===== config.mk =====
export PLATFORM = sky130hd
export DESIGN_NAME = keypad_code_lock_top
export DESIGN_NICKNAME = d
export VERILOG_FILES = /design/src/hw/rtl/kcl_pkg.sv /design/src/hw/rtl/keypad_code_lock_top.sv
export SDC_FILE = /design/constraint.sdc
export NUM_CORES = 1
export LEC_CHECK = 0
export BUFFER_PORTS_ARGS = -buffer_cell sky130_fd_sc_hd__buf_2
export CORE_MARGIN = 5
export CORE_UTILIZATION = 47
export CTS_CLUSTER_DIAMETER = 40
export DETAILED_ROUTE_END_ITERATION = 12
export PLACE_DENSITY = 0.76
export SLEW_MARGIN = 40
export SYNTH_ARGS = -nofsm -noshare
export SYNTH_HDL_FRONTEND = slang
export SYNTH_SLANG_ARGS = --single-unit

===== constraint.sdc =====
create_clock -name clk -period 4.25 [get_ports clk]
set_clock_uncertainty 0.2 [all_clocks]
set_input_delay 0.2125 -clock clk [delete_from_list [all_inputs] [get_ports clk]]
set_output_delay 0.2125 -clock clk [all_outputs]
set_load 0.02 [all_outputs]

===== src/hw/rtl/kcl_pkg.sv =====
package kcl_pkg;

  // Input item: key press or time tick
  localparam logic OP_KEY  = 1'b0;
  localparam logic OP_TICK = 1'b1;

  typedef struct packed {
    logic       op;
    logic [7:0] key_code;
  } in_item_t;

  // Result events
  localparam logic [2:0] EV_NONE     = 3'd0;
  localparam logic [2:0] EV_STORED   = 3'd1;
  localparam logic [2:0] EV_WRONG    = 3'd2;
  localparam logic [2:0] EV_LOCKED   = 3'd3;
  localparam logic [2:0] EV_OPENED   = 3'd4;
  localparam logic [2:0] EV_CLOSED   = 3'd5;
  localparam logic [2:0] EV_UNLOCKED = 3'd6;

  typedef struct packed {
    logic [2:0] event_res;
    logic [3:0] tries_left;
    logic       door_open;
    logic       lock_indicator;
    logic [4:0] digits_entered;
  } out_item_t;

  // Configuration register map
  localparam int unsigned CFG_ADDR_W = 2;
  localparam int unsigned CFG_DATA_W = 16;

  localparam logic [CFG_ADDR_W-1:0] CFG_TRY_LIMIT     = 2'd0;
  localparam logic [CFG_ADDR_W-1:0] CFG_LOCKOUT_TICKS = 2'd1;
  localparam logic [CFG_ADDR_W-1:0] CFG_OPEN_TICKS    = 2'd2;

  localparam logic [3:0]  RST_TRY_LIMIT     = 4'd3;
  localparam logic [15:0] RST_LOCKOUT_TICKS = 16'd15000;
  localparam logic [15:0] RST_OPEN_TICKS    = 16'd30000;

  // Operating modes
  localparam logic [1:0] MODE_IDLE = 2'd0;
  localparam logic [1:0] MODE_OPEN = 2'd1;
  localparam logic [1:0] MODE_LOCK = 2'd2;

endpackage


===== src/hw/rtl/keypad_code_lock_top.sv =====
// Keypad combination lock with retry lockout.
//
// Input channel (in_valid / in_stall / in_data): one transfer per debounced key
// press (op = key) or per time tick (op = tick). Every input transfer yields
// exactly one result transfer on the output channel (out_valid / out_stall /
// out_data) carrying the event, remaining tries, door and lock outputs and the
// number of keys collected in the current entry.
// Configuration channel (cfg_valid / cfg_ready / cfg_addr / cfg_wdata): writes
// the try limit, lockout_ticks and open_ticks; cfg_ready is always high. Write
// only while no item is in flight; a new try limit is used at the next refill.
// Pipeline: each item passes the input register, then the result register.
// Throughput: one item per cycle while out_stall does not hold a waiting result,
// set by the single compare-and-update step between the two registers.
// Stall: when out_stall holds a waiting result, the input register still takes
// one more item; after that in_stall rises until the result is taken.
// Reset: the lock forgets its code, tries refill to the try limit, the door is
// closed, no lockout runs and the config registers return to their defaults.
module keypad_code_lock_top #(
  parameter int unsigned CODE_LENGTH = 4
) (
  input  logic                                clk,
  input  logic                                rst_n,
  input  logic                                in_valid,
  output logic                                in_stall,
  input  kcl_pkg::in_item_t                   in_data,
  output logic                                out_valid,
  input  logic                                out_stall,
  output kcl_pkg::out_item_t                  out_data,
  input  logic                                cfg_valid,
  output logic                                cfg_ready,
  input  logic [kcl_pkg::CFG_ADDR_W-1:0]      cfg_addr,
  input  logic [kcl_pkg::CFG_DATA_W-1:0]      cfg_wdata
);

  localparam int unsigned IDX_W = (CODE_LENGTH > 1) ? $clog2(CODE_LENGTH) : 1;
  localparam logic [IDX_W-1:0] LAST_IDX = IDX_W'(CODE_LENGTH - 1);

  // Config registers
  logic [3:0]  try_limit_r;
  logic [15:0] lockout_ticks_r;
  logic [15:0] open_ticks_r;

  // Pipeline registers
  logic               s1_valid_r;
  kcl_pkg::in_item_t  s1_data_r;
  logic               out_valid_r;
  kcl_pkg::out_item_t out_data_r;

  // Lock state
  logic [7:0]       stored_code_r [CODE_LENGTH];
  logic [7:0]       entered_code_r[CODE_LENGTH];
  logic             code_set_r, code_set_nxt;
  logic [IDX_W-1:0] digit_cnt_r, digit_cnt_nxt;
  logic [3:0]       tries_r, tries_nxt;
  logic [1:0]       mode_r, mode_nxt;
  logic [15:0]      countdown_r, countdown_nxt;

  logic       advance;
  logic       s1_fire;
  logic       store_we;
  logic       entry_we;
  logic       code_match;
  logic [2:0] event_nxt;

  // Result register frees up when empty or being taken this cycle
  assign advance   = !out_valid_r || !out_stall;
  assign s1_fire   = s1_valid_r && advance;
  assign in_stall  = s1_valid_r && !advance;
  assign out_valid = out_valid_r;
  assign out_data  = out_data_r;
  assign cfg_ready = 1'b1;

  always_ff @(posedge clk) begin
    if (!rst_n) begin
      try_limit_r     <= kcl_pkg::RST_TRY_LIMIT;
      lockout_ticks_r <= kcl_pkg::RST_LOCKOUT_TICKS;
      open_ticks_r    <= kcl_pkg::RST_OPEN_TICKS;
    end else if (cfg_valid && cfg_ready) begin
      unique case (cfg_addr)
        kcl_pkg::CFG_TRY_LIMIT:     try_limit_r     <= cfg_wdata[3:0];
        kcl_pkg::CFG_LOCKOUT_TICKS: lockout_ticks_r <= cfg_wdata;
        kcl_pkg::CFG_OPEN_TICKS:    open_ticks_r    <= cfg_wdata;
        default: ;  // drop writes to unmapped indexes
      endcase
    end
  end

  // Input register: hold while the result side is stalled
  always_ff @(posedge clk) begin
    if (!rst_n) begin
      s1_valid_r <= 1'b0;
    end else if (!in_stall) begin
      s1_valid_r <= in_valid;
    end
  end

  always_ff @(posedge clk) begin
    if (in_valid && !in_stall) begin
      s1_data_r <= in_data;
    end
  end

  // Compare the collected keys plus the current one against the stored code
  always_comb begin
    code_match = (s1_data_r.key_code == stored_code_r[CODE_LENGTH-1]);
    for (int i = 0; i < int'(CODE_LENGTH) - 1; i++) begin
      if (entered_code_r[i] != stored_code_r[i]) begin
        code_match = 1'b0;
      end
    end
  end

  // Next state for the item leaving the input register
  always_comb begin
    code_set_nxt  = code_set_r;
    digit_cnt_nxt = digit_cnt_r;
    tries_nxt     = tries_r;
    mode_nxt      = mode_r;
    countdown_nxt = countdown_r;
    event_nxt     = kcl_pkg::EV_NONE;
    store_we      = 1'b0;
    entry_we      = 1'b0;

    if (s1_data_r.op == kcl_pkg::OP_TICK) begin
      if (mode_r != kcl_pkg::MODE_IDLE) begin
        if (countdown_r <= 16'd1) begin
          countdown_nxt = '0;
          mode_nxt      = kcl_pkg::MODE_IDLE;
          if (mode_r == kcl_pkg::MODE_LOCK) begin
            tries_nxt = try_limit_r;
            event_nxt = kcl_pkg::EV_UNLOCKED;
          end else begin
            event_nxt = kcl_pkg::EV_CLOSED;
          end
        end else begin
          countdown_nxt = countdown_r - 16'd1;
        end
      end
    end else if (mode_r == kcl_pkg::MODE_IDLE) begin
      // Keys during open or lockout periods fall through untouched
      if (!code_set_r) begin
        store_we = 1'b1;
        if (digit_cnt_r == LAST_IDX) begin
          digit_cnt_nxt = '0;
          code_set_nxt  = 1'b1;
          event_nxt     = kcl_pkg::EV_STORED;
        end else begin
          digit_cnt_nxt = digit_cnt_r + 1'b1;
        end
      end else begin
        entry_we = 1'b1;
        if (digit_cnt_r == LAST_IDX) begin
          digit_cnt_nxt = '0;
          if (code_match) begin
            mode_nxt      = kcl_pkg::MODE_OPEN;
            countdown_nxt = open_ticks_r;
            tries_nxt     = try_limit_r;
            event_nxt     = kcl_pkg::EV_OPENED;
          end else if (tries_r > 4'd1) begin
            tries_nxt = tries_r - 4'd1;
            event_nxt = kcl_pkg::EV_WRONG;
          end else begin
            // Last try failed: hold tries until the lockout ends
            mode_nxt      = kcl_pkg::MODE_LOCK;
            countdown_nxt = lockout_ticks_r;
            event_nxt     = kcl_pkg::EV_LOCKED;
          end
        end else begin
          digit_cnt_nxt = digit_cnt_r + 1'b1;
        end
      end
    end
  end

  always_ff @(posedge clk) begin
    if (!rst_n) begin
      code_set_r  <= 1'b0;
      digit_cnt_r <= '0;
      tries_r     <= kcl_pkg::RST_TRY_LIMIT;
      mode_r      <= kcl_pkg::MODE_IDLE;
      countdown_r <= '0;
    end else if (s1_fire) begin
      code_set_r  <= code_set_nxt;
      digit_cnt_r <= digit_cnt_nxt;
      tries_r     <= tries_nxt;
      mode_r      <= mode_nxt;
      countdown_r <= countdown_nxt;
    end
  end

  // Code stores: written before read, no reset
  always_ff @(posedge clk) begin
    if (s1_fire && store_we) begin
      stored_code_r[digit_cnt_r] <= s1_data_r.key_code;
    end
    if (s1_fire && entry_we) begin
      entered_code_r[digit_cnt_r] <= s1_data_r.key_code;
    end
  end

  // Result register
  always_ff @(posedge clk) begin
    if (!rst_n) begin
      out_valid_r <= 1'b0;
    end else if (advance) begin
      out_valid_r <= s1_valid_r;
    end
  end

  always_ff @(posedge clk) begin
    if (s1_fire) begin
      out_data_r.event_res      <= event_nxt;
      out_data_r.tries_left     <= tries_nxt;
      out_data_r.door_open      <= (mode_nxt == kcl_pkg::MODE_OPEN);
      out_data_r.lock_indicator <= (mode_nxt == kcl_pkg::MODE_LOCK);
      out_data_r.digits_entered <= 5'(digit_cnt_nxt);
    end
  end

  // Door open and lockout never show together
  a_door_lock_excl: assert property (@(posedge clk) disable iff (!rst_n)
    out_valid_r |-> !(out_data_r.door_open && out_data_r.lock_indicator))
    else $error("door open and lock indicator both set");

  // Partial entries are discarded whenever the lock leaves idle
  a_cnt_clear_busy: assert property (@(posedge clk) disable iff (!rst_n)
    (mode_r != kcl_pkg::MODE_IDLE) |-> (digit_cnt_r == '0))
    else $error("digit count nonzero outside idle mode");

  // An open event always reports the door open
  a_open_event: assert property (@(posedge clk) disable iff (!rst_n)
    (out_valid_r && out_data_r.event_res == kcl_pkg::EV_OPENED) |-> out_data_r.door_open)
    else $error("open event without door open");

  // Input side only stalls with an item held in the input register
  a_stall_held: assert property (@(posedge clk) disable iff (!rst_n)
    in_stall |-> (s1_valid_r && out_valid_r))
    else $error("input stalled with empty pipeline");

  // A stalled input item stays in place
  a_s1_hold: assert property (@(posedge clk) disable iff (!rst_n)
    $past(in_stall) |-> (s1_valid_r && $stable(s1_data_r)))
    else $error("input register changed under stall");

endmodule

==> flow_summary.ini <==
[clocking]
clk_latency_ns = 0.42
htree_num_levels = 4
cts_root_buf = clkbuf_16
postCtsSetupBuffers = 0
cts_tree = done
path_clk_slew_ns = 0.06
cts.sinks = 139
cts_made_buffers = 17
max-clock-path-buffers = 2

[synthesis]
synthFlopType = edfxtp_1
synth-seq-cells = 139
netlist_area_mm2 = 0.00606
synth-edff-count = 76
ys_warn_count = 0
ys_seq_area_frac = 0.585
synth.avg_cell_area_um2 = 10.9
async_flop_share = 0
synthCells = 554
synth_area_leaders = edfxtp_1, dfxtp_1, nand2_1, xnor2_1, mux2i_1
ys_types = 58
synth_top_area_cell = edfxtp_1
synth.top_cell.area_share = 0.377

[sta]
final_hold_viol_count = 0
max_slew_margin = 0.481
worst_pin_slew_ns = 0.778
drv_slew = 0
setup_tns_ns = 0
rsz0062_at_grt = false
min_period_over_period = 0.710
fmax_ghz = 0.331
finalCriticalPeriod_ns = 3.02
setup_violations = 0

[die]
core_area_mm2 = 0.0126
die_h_um = 124
initial_utilization = 0.480
die-width_um = 124
pin_count = 49
rows = 41
dieArea_mm2 = 0.0153

[power_and_ir_drop]
p_leak_nw = 2.76
design_power_total_mw = 3.23
peakVddDrop_v = 0.000367
powerDensity_mw_per_mm2 = 441

[worst_setup_path]
arrival_ns = 3.15
rr_endpoint = countdown_r[5]$_SDFFE_PN0P_
end_kind = flop
crit_slowest_cell = edfxtp_1
reg2reg_from = s1_data_r[2]$_DFFE_PP_
reg2reg_setup_slack_ns = 1.23
cp_max_fo = 27
worst_path_largest_cell_delay_ns = 0.51
worstSetupPathType = flop to flop
cp.required_ns = 4.39
start_kind = flop
worstSetupStartpoint = s1_data_r[2]$_DFFE_PP_
ff2ff_path_depth = 8
cp_num_buf_inv = 1
crit_chain = xnor2_1 > nand4_1 > nor4_2 > nand2_2 > buf_4 > a21oi_2 > nand2_1 > o21ai_0
cp_top_family = simple AND/OR/NAND/NOR gates

[drt]
drt-initial-drc-count = 442
postRouteWirelength_um = 13400
first_pass_iters = 5
vias = 4533
drc = 0
antenna_left = 0
wl_per_cell_um = 16.6
viasPerCell = 5.61

[hold_path]
holdPathEnd = try_limit_r[1]$_SDFFE_PN1P_
whs_path_depth = 3
hold_start = cfg_addr[1]
min_path_type = primary input to flop

[status]
outcome = finished clean

[place]
gp_congestion = 0.864
io_buffers = 44
place_hpwl_um = 8790

[final_layout]
area_delta_synth_final_pct = 21.1
postLayoutCoreUtil = 0.581
nets = 663
antennaDiodeCount = 0
layout-drive-gt1-share = 0.149

[grt]
grt_usage = 0.187
grt_max_degree = 46
grt_pass1_vias = 4467
grt_pass1_wl_um = 22000
grt_overflow_total = 0
antenna_found_initial = 0

[job]
maxCapViolations = 0
area by class of cell:
cell class | count | area (um2)
Clock inverter | 13 | 198
Sequential cell | 139 | 3540
Multi-Input combinational cell | 380 | 2370
Clock buffer | 19 | 443
Tap cell | 172 | 215
Inverter | 9 | 33.8
Timing Repair Buffer | 76 | 531
Fill cell | 1063 | 5290
state kept, by name (all words and copies together) (netlist names), 4 cells and up:
name and flops:
stored_code_r 32, tries_r 4, lockout_ticks_r 16, s1_data_r 9, try_limit_r 4, out_data 11
open_ticks_r 16, entered_code_r 24, countdown_r 16
per-layer routing:
| layer | up-vias | track usage | part of all wire |
|---|---|---|---|
| met5 | - | 0 | 0 |
| met4 | 0 | 0.0706 | 0.018 |
| met3 | 29 | 0.0503 | 0.057 |
| met2 | 162 | 0.307 | 0.50 |
| met1 | 2197 | 0.237 | 0.42 |
| li1 | 2145 | - | - |
cell usage in the layout, fill, tap and decap left out, drive strengths merged, types with 3 or more instances in the layout:
master,n
ha,8
and2,8
nand3,23
o22ai,6
a21oi,14
nor2,21
clkinv,6
nand2,99
a32o,8
a21boi,20
o32a,3
buf,48
conb,4
o32ai,3
dlygate4sd3,28
dfxtp,63
nor2b,6
mux2i,18
o311ai,3
nor3,13
a22oi,3
or3,4
xnor2,32
clkbuf,19
and3,6
edfxtp,76
bufinv,5
o21ai,29
o211ai,5
inv,10
nand4,9
nor4,7
cells in the mapped netlist (3+ instances only):
master and instances:
nand2_1 98, edfxtp_1 76, dfxtp_1 63, xnor2_1 32, o21ai_0 27, nand3_1 23
a21boi_0 20, nor2_1 20, mux2i_1 18, clkbuf_1 17, a21oi_1 13, nor3_1 12
inv_1 9, nand4_1 9, a32o_1 8, and2_1 8, ha_1 8, and3_1 6
nor2b_1 6, o22ai_1 6, buf_2 5, o211ai_1 5, buf_4 4, nor4_1 4
or3_1 4, a22oi_1 3, nor4_2 3, o32a_1 3, o32ai_1 3
timing repair:
action                                 4_1_cts  5_1_grt
hold buffers                                27        1
resized for setup                            0        0
endpoints found under the hold margin       47        1
stage by stage:
stage	instance area [um2]	hold slack [ns]	instances	worst slack, ns
final	7330	0.0103	808	1.23
after global placement	6400	0.192	748	1.36
after detailed placement	6410	0.192	748	1.30
after floorplan	6060	0.111	556	1.84
after global routing	7330	0.0183	808	0.942
after CTS	7320	0.0277	807	1.25
power breakdown:
| part | internal, mW | switching (mW) |
|---|---|---|
| clock network | 1.05 | 0.550 |
| registers | 1.45 | 0.0253 |
| logic | 0.0690 | 0.0903 |
| total | 2.57 | 0.666 |
worst min-delay path, cell delays in order:
cell and delay [ns]:
buf_2 0.13, nor3b_2 0.10, o211ai_1 0.15
cell families (layout without fill, tap and decap cells):
kind of cell	after synthesis	after routing	share of synthesized area
multiplexers	20	20	0.0335
buffers and inverters	37	117	0.0264
AND/OR/NAND/NOR	206	206	0.163
flip-flops	139	139	0.585
other	2	4	0.00124
adder cells (fa/ha/maj)	8	8	0.0165
AO/OA/AOI/OAI	110	110	0.128
XOR/XNOR	32	32	0.0463
worst max path at each step:
stage	end	slack, ns	cells after the start
after detailed placement	out_data[8]$_DFFE_PP_	1.30	7
after floorplan	out_data[8]$_DFFE_PP_	1.84	6
after global routing	countdown_r[5]$_SDFFE_PN0P_	0.94	8
after global placement	out_data[8]$_DFFE_PP_	1.36	7
final	countdown_r[5]$_SDFFE_PN0P_	1.23	8
after CTS	countdown_r[3]$_SDFFE_PN0P_	1.25	8
No activity file was read; power rests on OpenSTA's default activity.
